$ cat src/rtl/rrts_pkg.sv
package rrts_pkg;

	localparam int BURST_W   = 16;
	localparam int SLOT_O_W  = 4;
	localparam int ELAPSED_W = 32;
	localparam int SLICE_W   = 8;
	localparam int GROUP_W   = 16;

	localparam int S_TDATA_W = 16;
	localparam int S_TUSER_W = 1;
	localparam int M_TDATA_W = 56;
	localparam int M_TUSER_W = 3;
	localparam int M_PAD_W   = M_TDATA_W - SLOT_O_W - BURST_W - ELAPSED_W;

	localparam logic CMD_LOAD = 1'b0;
	localparam logic CMD_TICK = 1'b1;

	localparam logic [SLICE_W-1:0]   QUANTUM_RESET = 8'd2;
	localparam logic [ELAPSED_W-1:0] ELAPSED_MAX   = 32'hFFFF_FFFF;

	typedef struct packed {
		logic accept;
		logic commit;
	} rrts_cmd_t;

endpackage

$ cat src/rtl/round_robin_time_slice_scheduler.sv
// The accepting edge launches the task-memory read; the result word enters the output register
//   at the commit in EXEC, which waits while the previous result still sits there.
// One word at a time: the next word is taken only after the previous one commits, due to the
//   registered read of the task memories (read at accept, write-back and relink at commit).
// The input side accepts the next word while a result still waits on the output side.
// Reset (arst_n low, asynchronous): ring empty, counters and elapsed time zero,
//   quantum 2; task memories are not cleared and need no clearing pass.
module round_robin_time_slice_scheduler #(
	parameter int TASKS = 16
) (
	input  logic                               clk,
	input  logic                               arst_n,
	// quantum register write port
	input  logic                               quantum_we,
	input  logic [rrts_pkg::SLICE_W-1:0]       quantum_wdata,
	// input words
	input  logic                               s_tvalid,
	output logic                               s_tready,
	input  logic [rrts_pkg::S_TDATA_W-1:0]     s_tdata,  // [15:0] burst
	input  logic [rrts_pkg::S_TUSER_W-1:0]     s_tuser,  // [0] cmd (0 load, 1 tick)
	// result words
	output logic                               m_tvalid,
	input  logic                               m_tready,
	output logic [rrts_pkg::M_TDATA_W-1:0]     m_tdata,  // [3:0] task_slot, [19:4] remaining,
	                                                     // [51:20] elapsed, [55:52] zero
	output logic [rrts_pkg::M_TUSER_W-1:0]     m_tuser   // [0] finished, [1] idle, [2] rejected
);

	import rrts_pkg::*;

	rrts_cmd_t cmd;

	// Controller: two states. IDLE takes a word and launches the memory read
	// of the current task; EXEC evaluates the word, writes back, and loads the
	// result register, holding while the previous result is still unread.
	rrts_ctrl u_ctrl (
		.clk      (clk),
		.arst_n   (arst_n),
		.s_tvalid (s_tvalid),
		.s_tready (s_tready),
		.m_tvalid (m_tvalid),
		.m_tready (m_tready),
		.cmd      (cmd)
	);

	// Datapath: ring pointers, slot occupancy with a registered lowest-free
	// search, remaining-time and next-link memories, counters and the
	// result register. A load writes its new entry at accept and patches the
	// tail link at commit; a tick counts down, relinks a finished task, and
	// rotates the slice when the quantum runs out.
	rrts_dp #(.TASKS(TASKS)) u_dp (
		.clk           (clk),
		.arst_n        (arst_n),
		.cmd           (cmd),
		.quantum_we    (quantum_we),
		.quantum_wdata (quantum_wdata),
		.s_tdata       (s_tdata),
		.s_tuser       (s_tuser),
		.m_tdata       (m_tdata),
		.m_tuser       (m_tuser)
	);

endmodule

$ cat src/rtl/rrts_ram.sv
module rrts_ram #(
	parameter int WIDTH = 16,
	parameter int DEPTH = 16
) (
	input  logic                     clk,
	input  logic                     we,
	input  logic [$clog2(DEPTH)-1:0] waddr,
	input  logic [WIDTH-1:0]         wdata,
	input  logic                     re,
	input  logic [$clog2(DEPTH)-1:0] raddr,
	output logic [WIDTH-1:0]         rdata
);

	logic [WIDTH-1:0] mem [DEPTH];

	always_ff @(posedge clk) begin
		if (we) begin
			mem[waddr] <= wdata;
		end
		if (re) begin
			rdata <= mem[raddr];
		end
	end

endmodule

$ cat src/rtl/rrts_ctrl.sv
module rrts_ctrl (
	input  logic              clk,
	input  logic              arst_n,
	input  logic              s_tvalid,
	output logic              s_tready,
	output logic              m_tvalid,
	input  logic              m_tready,
	output rrts_pkg::rrts_cmd_t cmd
);

	import rrts_pkg::*;

	typedef enum logic {
		S_IDLE,
		S_EXEC
	} state_t;

	state_t state_q;
	logic   out_valid_q;

	assign s_tready   = (state_q == S_IDLE);
	assign m_tvalid   = out_valid_q;
	assign cmd.accept = s_tvalid && (state_q == S_IDLE);
	// finish only when the result register is free or being emptied
	assign cmd.commit = (state_q == S_EXEC) && (!out_valid_q || m_tready);

	always_ff @(posedge clk or negedge arst_n) begin
		if (!arst_n) begin
			state_q     <= S_IDLE;
			out_valid_q <= 1'b0;
		end else begin
			unique case (state_q)
				S_IDLE: begin
					if (cmd.accept) begin
						state_q <= S_EXEC;
					end
				end
				S_EXEC: begin
					if (cmd.commit) begin
						state_q <= S_IDLE;
					end
				end
				default: begin
					state_q <= S_IDLE;
				end
			endcase
			if (cmd.commit) begin
				out_valid_q <= 1'b1;
			end else if (m_tready) begin
				out_valid_q <= 1'b0;
			end
		end
	end

endmodule

$ cat src/rtl/rrts_dp.sv
module rrts_dp #(
	parameter int TASKS = 16
) (
	input  logic                               clk,
	input  logic                               arst_n,
	input  rrts_pkg::rrts_cmd_t                cmd,
	input  logic                               quantum_we,
	input  logic [rrts_pkg::SLICE_W-1:0]       quantum_wdata,
	input  logic [rrts_pkg::S_TDATA_W-1:0]     s_tdata,
	input  logic [rrts_pkg::S_TUSER_W-1:0]     s_tuser,
	output logic [rrts_pkg::M_TDATA_W-1:0]     m_tdata,
	output logic [rrts_pkg::M_TUSER_W-1:0]     m_tuser
);

	import rrts_pkg::*;

	localparam int SW  = $clog2(TASKS);
	localparam int CW  = $clog2(TASKS + 1);
	localparam int GW  = (TASKS < GROUP_W) ? TASKS : GROUP_W;
	localparam int NG  = (TASKS + GW - 1) / GW;
	localparam int GIW = $clog2(GW);

	localparam logic [CW-1:0] COUNT_FULL = CW'(TASKS);

	// control state
	logic [TASKS-1:0]     used_q, used_d;
	logic [SW-1:0]        head_q, head_d;
	logic [SW-1:0]        tail_q, tail_d;
	logic [SW-1:0]        cur_q, cur_d;
	logic [SW-1:0]        prv_q, prv_d;
	logic [SLICE_W-1:0]   slice_q, slice_d;
	logic [CW-1:0]        count_q, count_d;
	logic [ELAPSED_W-1:0] total_q, total_d;
	logic [SLICE_W-1:0]   quantum_q;

	// lowest-free-slot search, first level registered per group
	logic [NG*GW-1:0]     free_pad;
	logic [NG-1:0]        grp_any_d, grp_any_q;
	logic [GIW-1:0]       grp_idx_d [NG];
	logic [GIW-1:0]       grp_idx_q [NG];
	logic [SW-1:0]        free_slot;

	// item captured at accept
	logic                 cmd_q;
	logic [BURST_W-1:0]   burst_q;
	logic [SW-1:0]        ld_slot_q;

	// memories
	logic                 rem_we;
	logic [SW-1:0]        rem_waddr;
	logic [BURST_W-1:0]   rem_wdata;
	logic [BURST_W-1:0]   rem_rd;
	logic                 link_we;
	logic [SW-1:0]        link_waddr;
	logic [SW-1:0]        link_wdata;
	logic [SW-1:0]        link_rd;

	// item evaluation
	logic                 load_ok_in;
	logic                 load_ok;
	logic                 is_tick;
	logic [BURST_W-1:0]   rem_new;
	logic                 fin;
	logic [CW-1:0]        count_dec;
	logic [SLICE_W-1:0]   slice_inc;
	logic [SLICE_W-1:0]   q_eff;
	logic [SW-1:0]        out_slot;
	logic [BURST_W-1:0]   out_rem;
	logic                 out_fin;
	logic                 out_idle;
	logic                 out_rej;
	logic [M_TDATA_W-1:0] tdata_q;
	logic [M_TUSER_W-1:0] tuser_q;

	rrts_ram #(.WIDTH(BURST_W), .DEPTH(TASKS)) u_rem (
		.clk   (clk),
		.we    (rem_we),
		.waddr (rem_waddr),
		.wdata (rem_wdata),
		.re    (cmd.accept),
		.raddr (cur_q),
		.rdata (rem_rd)
	);

	rrts_ram #(.WIDTH(SW), .DEPTH(TASKS)) u_link (
		.clk   (clk),
		.we    (link_we),
		.waddr (link_waddr),
		.wdata (link_wdata),
		.re    (cmd.accept),
		.raddr (cur_q),
		.rdata (link_rd)
	);

	always_comb begin
		free_pad              = '0;
		free_pad[TASKS-1:0]   = ~used_d;
		for (int g = 0; g < NG; g++) begin
			grp_any_d[g] = 1'b0;
			grp_idx_d[g] = '0;
			for (int b = GW - 1; b >= 0; b--) begin
				if (free_pad[g*GW + b]) begin
					grp_any_d[g] = 1'b1;
					grp_idx_d[g] = GIW'(b);
				end
			end
		end
	end

	always_comb begin
		free_slot = '0;
		for (int g = NG - 1; g >= 0; g--) begin
			if (grp_any_q[g]) begin
				free_slot = SW'(g * GW) + SW'(grp_idx_q[g]);
			end
		end
	end

	assign load_ok_in = (s_tuser[0] == CMD_LOAD) && (s_tdata != '0) && (count_q < COUNT_FULL);
	assign load_ok    = (cmd_q == CMD_LOAD) && (burst_q != '0) && (count_q < COUNT_FULL);
	assign is_tick    = (cmd_q == CMD_TICK) && (count_q != '0);
	assign rem_new    = (rem_rd == '0) ? '0 : rem_rd - BURST_W'(1);
	assign fin        = (rem_new == '0);
	assign count_dec  = count_q - CW'(1);
	assign slice_inc  = slice_q + SLICE_W'(1);
	assign q_eff      = (quantum_q == '0) ? SLICE_W'(1) : quantum_q;

	// memory writes: new entry at accept, link repair and countdown at commit
	always_comb begin
		rem_we     = 1'b0;
		rem_waddr  = cur_q;
		rem_wdata  = rem_new;
		link_we    = 1'b0;
		link_waddr = tail_q;
		link_wdata = ld_slot_q;
		if (cmd.accept) begin
			rem_we     = load_ok_in;
			rem_waddr  = free_slot;
			rem_wdata  = s_tdata;
			link_we    = load_ok_in;
			link_waddr = free_slot;
			link_wdata = (count_q == '0) ? free_slot : head_q;
		end else if (cmd.commit) begin
			if (is_tick) begin
				rem_we     = 1'b1;
				link_we    = fin && (count_dec != '0);
				link_waddr = prv_q;
				link_wdata = link_rd;
			end else begin
				link_we    = load_ok && (count_q != '0);
			end
		end
	end

	always_comb begin
		used_d   = used_q;
		head_d   = head_q;
		tail_d   = tail_q;
		cur_d    = cur_q;
		prv_d    = prv_q;
		slice_d  = slice_q;
		count_d  = count_q;
		total_d  = total_q;
		out_slot = '0;
		out_rem  = '0;
		out_fin  = 1'b0;
		out_idle = (count_q == '0);
		out_rej  = 1'b0;
		if (cmd.commit) begin
			if (cmd_q == CMD_LOAD) begin
				if (!load_ok) begin
					out_rej = 1'b1;
				end else begin
					used_d[ld_slot_q] = 1'b1;
					if (count_q == '0) begin
						head_d  = ld_slot_q;
						cur_d   = ld_slot_q;
						prv_d   = ld_slot_q;
						slice_d = '0;
					end else if (cur_q == head_q) begin
						prv_d = ld_slot_q;
					end
					tail_d   = ld_slot_q;
					count_d  = count_q + CW'(1);
					out_slot = ld_slot_q;
					out_rem  = burst_q;
					out_idle = 1'b0;
				end
			end else if (is_tick) begin
				if (total_q != ELAPSED_MAX) begin
					total_d = total_q + ELAPSED_W'(1);
				end
				out_slot = cur_q;
				out_idle = 1'b0;
				if (fin) begin
					used_d[cur_q] = 1'b0;
					count_d       = count_dec;
					slice_d       = '0;
					out_fin       = 1'b1;
					if (count_dec == '0) begin
						head_d   = '0;
						tail_d   = '0;
						cur_d    = '0;
						prv_d    = '0;
						out_idle = 1'b1;
					end else begin
						if (cur_q == head_q) begin
							head_d = link_rd;
						end
						if (cur_q == tail_q) begin
							tail_d = prv_q;
						end
						cur_d = link_rd;
					end
				end else begin
					out_rem = rem_new;
					if (slice_inc >= q_eff) begin
						prv_d   = cur_q;
						cur_d   = link_rd;
						slice_d = '0;
					end else begin
						slice_d = slice_inc;
					end
				end
			end
		end
	end

	always_ff @(posedge clk or negedge arst_n) begin
		if (!arst_n) begin
			used_q    <= '0;
			head_q    <= '0;
			tail_q    <= '0;
			cur_q     <= '0;
			prv_q     <= '0;
			slice_q   <= '0;
			count_q   <= '0;
			total_q   <= '0;
			quantum_q <= QUANTUM_RESET;
			grp_any_q <= '1;
			for (int g = 0; g < NG; g++) begin
				grp_idx_q[g] <= '0;
			end
		end else begin
			used_q    <= used_d;
			head_q    <= head_d;
			tail_q    <= tail_d;
			cur_q     <= cur_d;
			prv_q     <= prv_d;
			slice_q   <= slice_d;
			count_q   <= count_d;
			total_q   <= total_d;
			grp_any_q <= grp_any_d;
			for (int g = 0; g < NG; g++) begin
				grp_idx_q[g] <= grp_idx_d[g];
			end
			if (quantum_we) begin
				quantum_q <= quantum_wdata;
			end
		end
	end

	always_ff @(posedge clk) begin
		if (cmd.accept) begin
			cmd_q     <= s_tuser[0];
			burst_q   <= s_tdata;
			ld_slot_q <= free_slot;
		end
		if (cmd.commit) begin
			tdata_q <= {M_PAD_W'(0), total_d, out_rem, SLOT_O_W'(out_slot)};
			tuser_q <= {out_rej, out_idle, out_fin};
		end
	end

	assign m_tdata = tdata_q;
	assign m_tuser = tuser_q;

endmodule

$ cat config.mk
export PLATFORM = sky130hd
export DESIGN_NAME = round_robin_time_slice_scheduler
export DESIGN_NICKNAME = d
export VERILOG_FILES = /design/src/rtl/rrts_pkg.sv /design/src/rtl/round_robin_time_slice_scheduler.sv /design/src/rtl/rrts_ram.sv /design/src/rtl/rrts_ctrl.sv /design/src/rtl/rrts_dp.sv
export SDC_FILE = /design/constraint.sdc
export NUM_CORES = 1
export LEC_CHECK = 0
export ABC_AREA = 1
export BUFFER_PORTS_ARGS = -buffer_cell sky130_fd_sc_hd__buf_2
export CORE_AREA = 2 2 210 212
export CTS_CLUSTER_DIAMETER = 120
export CTS_CLUSTER_SIZE = 40
export DETAILED_ROUTE_END_ITERATION = 10
export DIE_AREA = 0 0 212 214
export PLACE_DENSITY = 0.64
export SLEW_MARGIN = 20
export SYNTH_ARGS = -nofsm -noshare
export SYNTH_HDL_FRONTEND = slang
export SYNTH_SLANG_ARGS = --single-unit
$ cat constraint.sdc
create_clock -name clk -period 4.9 [get_ports clk]
set_input_delay 0.245 -clock clk [delete_from_list [all_inputs] [get_ports clk]]
set_output_delay 0.245 -clock clk [all_outputs]
set_load 0.05 [all_outputs]
==> impl_results.md, run 1 <==
* RSZ-0062 raised after global routing: false
* Worst slack, placed at 1.18 ns
* Worst-Skew Late Latency at 0.59 ns
* PD cells at 494 nW/um^2
* Core box area at 42900 um^2
* Final setup fails at 0
* H-tree depth at 1
* 1st-iter DRT viols at 1673
* Post-synthesis sequential area ratio at 69.3%
* CP endpoint: u_dp.u_rem.mem[8][12]
* Final ANT Viol Nets at 0
* Vias/cell at 5.76
* Initial Util at 49.8%
* Max VDD drop at 0.330 mV
* Netlist cell types at 50
* Crit end category: flip-flop
* Worst-margin pin slew at 1.08 ns
* Pin count of the biggest net entering global routing at 67
* Most frequent cells in the layout: edfxtp_1, nand2_1, inv_1, nand3_1, nor2_1
* Chip Width at 212 um
* Max Cap Violations at 0
* Post-Layout Cell Count at 2462
* Crit path kind: reg2reg
* Drt drc at 0
* Initial antenna violation count at 0
* Post-Synth Simple-Gate Area at 14.3%
* LEAKAGE at 8.48 nW
* Root Driver: clkbuf_16
* Boundary pin count at 91
* Arr. time, crit path at 3.99 ns
* Setup TNS at 0 ns
* Fillcell total at 3583
* Clock buffer depth at 3
* Final #Nets at 1912
* Antenna diode count at 0
* Area share of fa/ha/maj cells after synthesis at 0.879%
* R2r endpoint: u_dp.u_rem.mem[8][12]
* Worst path required time at 5.11 ns
* Vias in the first global route at 13.8k
* Hold/Removal Path Class: in2reg
* #FFs+latches synth at 508
* YS warnings at 0
* Outcome: finished, final reports clean
* Mapped Cells at 1778
* Worst Setup SP: u_dp.cmd_q
* Synth Area in XOR/XNOR at 2.05%
* Row cnt at 76
* DP HPWL at 35200 um
* Final hold vios at 0
* CTS tree: done
* Avg Cell Area, Syn at 12.0 um^2
* DP Area at 22500 um^2
* Async S/R FF share, synth at 18.1%
* R2r setup slk at 1.12 ns
* Num CTS Buffers at 16
* Largest family of logic cells by synthesized area: simple AND/OR/NAND/NOR gates
* Final setup margin at 1.12 ns
* Crit-path max FO at 16
* Mapped Area at 21300 um^2
* Die H at 214 um
* Tot GR Track Use at 22.8%
* Finished Cell Area at 23300 um^2
* GRT Residual Overflow at 0
* IO buf count at 86
* Routed vias at 14.2k
* Setup bufs post-CTS at 0
* Placer congestion estimate at 0.930
* Post-synthesis mux area share at 0%
* EDFF count, synth at 416
* First-pass GRT wire length at 79200 um
* Layout Area Growth over Synthesis at 8.93%
* Share of cells above drive strength 1 at 10.7%
* Routed WL at 51900 um
* Fin crit share at 77.0%
* Slew Limit Fails at 0
* Dpl cells at 2407
* Synth Flop Type: edfxtp_1
* Clock sink count at 508
* Tmin final at 3.78 ns
* Synth Area in Compound Gates at 9.38%
* Detailed Routing Iterations Pass 1 at 5
* Clock transition at path regs at 0.14 ns
* FF-to-FF Start: u_dp.cmd_q
* Die area at 45400 um^2
* Relative slew slack at 27.9%
* FF-to-FF path depth at 8
* Fmax at 265 MHz
* Wire per inst at 21.1 um
* Setup crit start kind: flip-flop
* Most common cell after layout, fill and taps aside: edfxtp_1
* Power after layout at 11.5 mW
* Skew final at 0.0457 ns
[timing repair]
item,4_1_cts,5_1_grt
hold endpoints to repair,65,0
resized for setup,0,0
hold buffers,27,0
[power by group]
group	internal, mW	switching, mW
sequential	5.46	0.340
combinational	0.994	2.86
clock	0.640	1.21
[area by class of cell]
cell class,instances,area (um^2),area share [%]
multi-input combinational,1049,5780,24.9
clock inverter,3,30.0,0.129
sequential,508,14800,63.6
inverter,152,572,2.46
clock buffer,25,434,1.87
tap,585,732,3.15
timing repair buffer,140,906,3.90
[sequential cells by signal (all words and copies together), names as in the netlist, 5 cells and up]
register / count
u_dp.total_q: 32
u_dp.u_rem.rdata: 16
u_dp.m_tdata: 52
u_dp.u_link.mem: 64
u_dp.count_q: 5
u_dp.slice_q: 8
u_dp.quantum_q: 8
u_dp.burst_q: 16
u_dp.u_rem.mem: 256
u_dp.used_q: 16
[Yosys cell counts, types with 2 or more instances]
master    number  share of area, %
buf_4          4              0.14
a31oi_1       87               2.5
nand2_1      302               5.3
nand3_2        6              0.28
dfstp_2        2              0.25
dfrtp_1       90                11
o21bai_1      12              0.42
inv_1        146               2.6
nor2_1       114               2.0
nor3_1        16              0.38
o21ai_0       72               1.7
clkbuf_1      66               1.2
edfxtp_1     416                59
a22oi_1       80               2.8
nor2_2         8              0.23
a211oi_1       5              0.18
ha_1          15              0.88
clkinv_1       4             0.070
nor4_1        17              0.50
xor2_1        36               1.5
nand2_4        3              0.16
a221oi_1       4              0.16
nor2_4         5              0.26
o211ai_1       2             0.070
nand2_2        9              0.26
nand4_1       30              0.88
a21oi_1       26              0.61
o22ai_1       16              0.47
xnor2_1       14              0.57
nand3_1      132               3.1
or4_1         20              0.70
[worst max-delay path, stage by stage, from the launching register on]
cell and delay, ns:
edfxtp_1 0.68, inv_1 0.33, nor2_1 0.24, inv_1 0.15, nor2_2 0.25, clkinv_1 0.35, nand2_1 0.26, nand3_1 0.25
nor2_2 0.90
[per-layer routing]
metal | global-route usage [%] | part of all wire [%] | up-vias
li1 | - | - | 6571
met3 | 3.53 | 7.9 | 58
met2 | 36.6 | 47 | 612
met4 | 5.26 | 2.0 | 0
met5 | 0 | 0 | -
met1 | 32.8 | 43 | 6938
[stage by stage]
stage,hold WS [ns],util [%]
after floorplan,-0.0506,-
after global placement,0.264,52.5
after detailed placement,0.258,52.5
after CTS,0.00893,54.2
after global routing,0.0328,54.2
final,0.0266,54.2
[cells by family after synthesis]
| kind of cell | count (synthesis) |
|---|---|
| XOR/XNOR | 50 |
| other | 1 |
| AO/OA/AOI/OAI | 314 |
| flip-flops | 508 |
| AND/OR/NAND/NOR | 666 |
| buffers and inverters | 224 |
| adder cells (fa/ha/maj) | 15 |
[how the worst min path moves through the flow]
stage                     from           endpoint  slack, ns  cells past startpoint
detailed placement      arst_n   u_dp.total_q[12]       0.26                      1
CTS                 quantum_we  u_dp.quantum_q[1]      0.009                      3
finish              quantum_we  u_dp.quantum_q[1]       0.03                      3
global placement        arst_n   u_dp.total_q[12]       0.26                      1
floorplan               arst_n    u_ctrl.m_tvalid      -0.05                      0
global route        quantum_we  u_dp.quantum_q[1]       0.03                      3
No activity file was read; power rests on OpenSTA's default activity.
==> run 2, diff against run 1 <==
--- a/config.mk
+++ b/config.mk
@@ -12,7 +12,7 @@
 export CTS_CLUSTER_SIZE = 40
 export DETAILED_ROUTE_END_ITERATION = 10
 export DIE_AREA = 0 0 212 214
-export PLACE_DENSITY = 0.64
+export PLACE_DENSITY = 0.67
 export SLEW_MARGIN = 20
 export SYNTH_ARGS = -nofsm -noshare
 export SYNTH_HDL_FRONTEND = slang
==> constraint.sdc (replaced) <==
create_clock -name clk -period 3.4 [get_ports clk]
set_input_delay 0.17 -clock clk [delete_from_list [all_inputs] [get_ports clk]]
set_output_delay 0.17 -clock clk [all_outputs]
set_load 0.05 [all_outputs]
==> run 2 against run 1 <==
Compared with the run above:
- clock skew is 0.011 ns higher
- cell area rose by 3.2%
- sequential cell count unchanged
- largest cell class unchanged
==> impl_results.md, run 2 (synthesized netlist as in run 1, its figures left out) <==
* Outcome: finished, final reports clean
* R2r setup slk at 0.20 ns
* Comb pwr share at 34.6%
* Routed vias at 14.6k
* CTS tree: done
* Routed WL at 53300 um
* Setup bufs post-CTS at 0
* Area taken by flip-flops and latches at 14800 um^2
* Clock share of power at 16.4%
* Final hold slack at 0.157 ns
* Crit-path max FO at 11
* Fin crit share at 94.1%
* Hold/Removal Path Class: in2async
* Clock buffer depth at 3
* Crit end category: flip-flop
* Clock sink count at 508
* Most frequent cells in the layout: edfxtp_1, nand2_1, inv_1, nand3_1, buf_4
* Die H at 214 um
* Setup crit start kind: flip-flop
* Initial antenna violation count at 0
* Share of cells above drive strength 1 at 14.0%
* Final ANT Viol Nets at 0
* Tot GR Track Use at 23.4%
* Clock transition at path regs at 0.15 ns
* Boundary pin count at 91
* Worst path required time at 3.64 ns
* Num CTS Buffers at 17
* Sequential Power Share at 49.0%
* Register with the most flip-flops: u_dp.u_rem.mem
* Row cnt at 76
* FF-to-FF Start: u_dp.u_rem.rdata[1]
* Placer congestion estimate at 0.911
* IO buf count at 86
* Fillcell total at 3557
* Slew Limit Fails at 0
* H-tree depth at 1
* Footprint of the multi-input gates at 5790 um^2
* Tmin final at 3.20 ns
* Worst-Skew Late Latency at 0.58 ns
* GRT Residual Overflow at 0
* Setup TNS at 0 ns
* Pin count of the biggest net entering global routing at 66
* Internal cell power at 10.5 mW
* Crit path kind: reg2reg
* Most common cell after layout, fill and taps aside: edfxtp_1
* Final hold vios at 0
* Root Driver: clkbuf_16
* LEAKAGE at 8.93 nW
* Max reg flops at 256
* Layout Area Growth over Synthesis at 12.4%
* Wire per inst at 20.9 um
* FF-to-FF path depth at 17
* First-pass GRT wire length at 81400 um
* R2r endpoint: u_dp.u_link.mem[5][2]
* Detailed Routing Iterations Pass 1 at 5
* Worst-margin pin slew at 1.02 ns
* Arr. time, crit path at 3.44 ns
* Relative slew slack at 32.1%
* Final setup fails at 0
* Skew final at 0.0563 ns
* Sw Pwr at 6.38 mW
* Antenna diode count at 0
* RSZ-0062 raised after global routing: true
* Initial Util at 49.8%
* Chip Width at 212 um
* Drt drc at 0
* 1st-iter DRT viols at 1440
* Core box area at 42900 um^2
* Sw frac at 37.8%
* DP HPWL at 35300 um
* Final #Nets at 1995
* Max VDD drop at 0.465 mV
* Vias/cell at 5.72
* Vias in the first global route at 14.1k
* PD cells at 703 nW/um^2
* Die area at 45400 um^2
* Fmax at 313 MHz
* Max Cap Violations at 0
[run 2: cell types whose count changed in the layout (fill, tap and decap cells not counted), sizes merged]
cell and delta:
buf +66, clkbuf +1, dlygate4sd3 +16, inv +1
[run 2: worst max-delay path: stages, from the launching register on]
cell and delay, ns:
edfxtp_1 0.42, inv_1 0.13, ha_1 0.19, inv_1 0.04, nor2_1 0.08, nand2_1 0.07
nor2_2 0.12, nand2_4 0.14, nand3_1 0.16, nand2_2 0.08, nor2_4 0.13, nand2_4 0.08
nor2_8 0.21, a21oi_1 0.10, o21ai_0 0.21, buf_4 0.17, nand3_1 0.18, nor2_1 0.34
[run 2: through the flow]
stage	instances	instance area, um^2	worst slack, ns	power [mW]	util (%)
floorplan	1781	21400	0.281	11.9	-
global placement	2473	23000	0.197	14.0	53.7
detailed placement	2473	23000	0.163	14.1	53.7
CTS	2546	24000	0.0903	16.9	55.9
global route	2546	24000	-0.0396	17.7	56.0
finish	2546	24000	0.201	16.9	56.0
[run 2: power by group through the flow]
stage               sequential (mW)  combinational [mW]  clock [mW]
finish                         8.27                5.84        2.77
global route                   8.34                6.34        3.04
CTS                            8.26                5.76        2.84
detailed placement             8.40                5.69           0
global placement               8.38                5.64           0
floorplan                      8.61                3.26           0
[run 2: worst max-delay path by stage]
stage                              startpoint                     to  slack (ns)
after global placement    u_dp.u_rem.rdata[0]  u_dp.u_link.mem[5][0]        0.20
final                     u_dp.u_rem.rdata[1]  u_dp.u_link.mem[5][2]        0.20
after global routing      u_dp.u_rem.rdata[1]  u_dp.u_link.mem[5][0]       -0.04
after CTS                 u_dp.u_rem.rdata[0]  u_dp.u_link.mem[9][2]        0.09
after floorplan                u_ctrl.state_q   u_dp.u_rem.mem[0][7]        0.28
after detailed placement  u_dp.u_rem.rdata[0]  u_dp.u_link.mem[9][0]        0.16
[run 2: final cells by class]
cell class                 instances  share of cell area (%)
sequential                       508                    61.7
tap                              585                    3.05
inverter                         152                    2.39
timing repair buffer             222                    6.61
clock buffer                      26                    1.91
clock inverter                     4                   0.245
multi-input combinational       1049                    24.1
[run 2: metal layers]
metal	GRT usage [%]	part of all wire, %
met1	33.9	43
met2	37.0	47
met3	3.58	7.5
met4	6.10	2.7
met5	0	0
[run 2: repair_timing]
item,in CTS,in global routing
resized for setup,0,12
hold buffers,43,0
hold endpoints to repair,70,0
setup endpoints to repair,0,69
==> run 3, diff against run 2 <==
--- a/config.mk
+++ b/config.mk
@@ -7,12 +7,13 @@
 export LEC_CHECK = 0
 export ABC_AREA = 1
 export BUFFER_PORTS_ARGS = -buffer_cell sky130_fd_sc_hd__buf_2
-export CORE_AREA = 2 2 210 212
+export CELL_PAD_IN_SITES_DETAIL_PLACEMENT = 2
+export CELL_PAD_IN_SITES_GLOBAL_PLACEMENT = 2
+export CORE_AREA = 2 2 241 243
 export CTS_CLUSTER_DIAMETER = 120
-export CTS_CLUSTER_SIZE = 40
 export DETAILED_ROUTE_END_ITERATION = 10
-export DIE_AREA = 0 0 212 214
-export PLACE_DENSITY = 0.67
+export DIE_AREA = 0 0 243 245
+export PLACE_DENSITY = 0.72
 export SLEW_MARGIN = 20
 export SYNTH_ARGS = -nofsm -noshare
 export SYNTH_HDL_FRONTEND = slang
==> run 3 against run 2 <==
Compared with the run above:
- via count grew 5.7%
- routed wire length rose by 39%
- highest routed layer unchanged
- critical path type unchanged
- die area rose by 31%
- largest cell class unchanged
- clock-buffer cell count rose by 41
- combinational power rose by 11%
==> impl_results.md, run 3 (synthesized netlist as in run 1, its figures left out) <==
* Fillcell total at 5773
* First-pass GRT wire length at 111000 um
* Die area at 59500 um^2
* Worst-Skew Late Latency at 0.64 ns
* Outcome: finished, final reports clean
* Hold/Removal Path Class: in2reg
* R2r setup slk at 0.16 ns
* Post-Layout Cell Count at 2796
* Slew Limit Fails at 0
* Root Driver: clkbuf_16
* Num CTS Buffers at 55
* PD cells at 812 nW/um^2
* Setup TNS at 0 ns
* RSZ-0062 raised after global routing: true
* Final Util at 45.0%
* Boundary pin count at 91
* IO buf count at 86
* Pin count of the biggest net entering global routing at 79
* Crit path kind: reg2reg
* DP HPWL at 48300 um
* Share of cells above drive strength 1 at 17.7%
* Final ANT Viol Nets at 0
* Crit-path max FO at 7
* DP Area at 23200 um^2
* Worst slack, placed at -0.0848 ns
* Detailed Routing Iterations Pass 1 at 5
* Final setup margin at 0.158 ns
* Tot GR Track Use at 24.7%
* Arr. time, crit path at 3.55 ns
* Layout Area Growth over Synthesis at 20.1%
* Sw Pwr at 7.86 mW
* Clock share of power at 28.7%
* Vias/cell at 5.51
* Max Cap Violations at 0
* LEAKAGE at 9.53 nW
* 1st-iter DRT viols at 1239
* Die H at 245 um
* Max VDD drop at 0.693 mV
* Internal cell power at 13.0 mW
* Core box area at 57000 um^2
* Clock sink count at 508
* Antenna diode count at 0
* Drt drc at 0
* Vias in the first global route at 17.2k
* Dpl cells at 2644
* Finished Cell Area at 25700 um^2
* Final hold slack at 0.154 ns
* GRT Residual Overflow at 0
* Clock transition at path regs at 0.06 ns
* Sequential Power Share at 40.1%
* Wire per inst at 26.5 um
* Most common cell after layout, fill and taps aside: edfxtp_1
* Chip Width at 243 um
* Fin crit share at 95.4%
* Area taken by flip-flops and latches at 14800 um^2
* Routed WL at 74200 um
* Skew final at 0.0277 ns
* Placer congestion estimate at 0.854
* Sw frac at 37.7%
* Final hold vios at 0
* Tmin final at 3.24 ns
* CTS tree: done
* Final #Nets at 2032
* Clock buffer depth at 3
* Max reg flops at 256
* Final setup fails at 0
* Fmax at 308 MHz
* Register with the most flip-flops: u_dp.u_rem.mem
* Power after layout at 20.8 mW
* Setup crit start kind: flip-flop
* Most frequent cells in the layout: edfxtp_1, nand2_1, inv_1, nand3_1, buf_4
* Initial Util at 37.4%
* Relative slew slack at 31.7%
* Initial antenna violation count at 3
* Row cnt at 88
* Worst path required time at 3.71 ns
* Comb pwr share at 31.2%
* H-tree depth at 2
* Routed vias at 15.4k
* Worst-margin pin slew at 1.02 ns
* Footprint of the multi-input gates at 5950 um^2
* Crit end category: flip-flop
run 3: cell types whose count changed in the layout (fill, tap and decap cells not counted), moves of 4 or more:
cell,before,now
clkinv_2,2,13
nor2_1,86,75
nor2_4,8,17
bufinv_16,0,5
clkbuf_16,17,55
clkinvlp_4,0,4
clkinv_1,2,12
nand3_1,132,126
run 3: cell type report:
class / instances / area share [%]
clock buffers: 67 / 5.54
clock inverters: 34 / 1.44
inverters: 152 / 2.25
multi-input cells: 1050 / 23.2
flip-flops and latches: 508 / 57.7
well taps: 765 / 3.73
repair buffers: 220 / 6.15
run 3: path summary, 6_finish.rpt:
kind | from | to | cells past startpoint
min reg2reg | u_dp.total_q[30] | u_dp.total_q[30] | 1
max | u_dp.u_rem.rdata[3] | u_dp.u_link.mem[11][2] | 14
max in group asynchronous | arst_n | u_dp.quantum_q[1] | 3
min | s_tvalid | u_ctrl.state_q | 3
min in group asynchronous | arst_n | u_dp.total_q[21] | 2
max reg2reg | u_dp.u_rem.rdata[3] | u_dp.u_link.mem[11][2] | 14
run 3: power by group through the flow:
stage | Clock (mW) | Sequential [mW] | Combinational (mW)
after floorplan | 0 | 8.61 | 3.26
after global placement | 0 | 8.40 | 5.86
after detailed placement | 0 | 8.46 | 6.16
after CTS | 6.06 | 8.34 | 6.29
after global routing | 6.28 | 8.41 | 6.95
final | 5.97 | 8.35 | 6.50
run 3: metal layers:
metal  vias up  global-route usage [%]  share of wire, %
li1       6847                       -                 -
met1      8050                    30.8                42
met2       393                    44.8                52
met3       114                    3.17               4.1
met4         0                    7.09               2.6
met5         -                       0                 0
run 3: critical path: stages (launching register included):
cell and delay [ns]:
edfxtp_1 0.48, nor2_4 0.24, nand2_1 0.12, nor2_1 0.16, nand2_2 0.13, nand3_1 0.20
nand2_2 0.10, nor2_2 0.14, nand3_4 0.12, nor2_8 0.20, a21oi_1 0.11, o21ai_0 0.18
buf_4 0.19, nand3_2 0.24, nor2_2 0.29
run 3: timing repair:
| action | in CTS | in global routing |
|---|---|---|
| endpoints found under the setup margin | 52 | 73 |
| endpoints found under the hold margin | 79 | 0 |
| gates cloned | 0 | 1 |
| hold buffers | 40 | 0 |
| setup buffers | 0 | 10 |
| gates resized for setup | 7 | 43 |
| pin swaps | 0 | 8 |
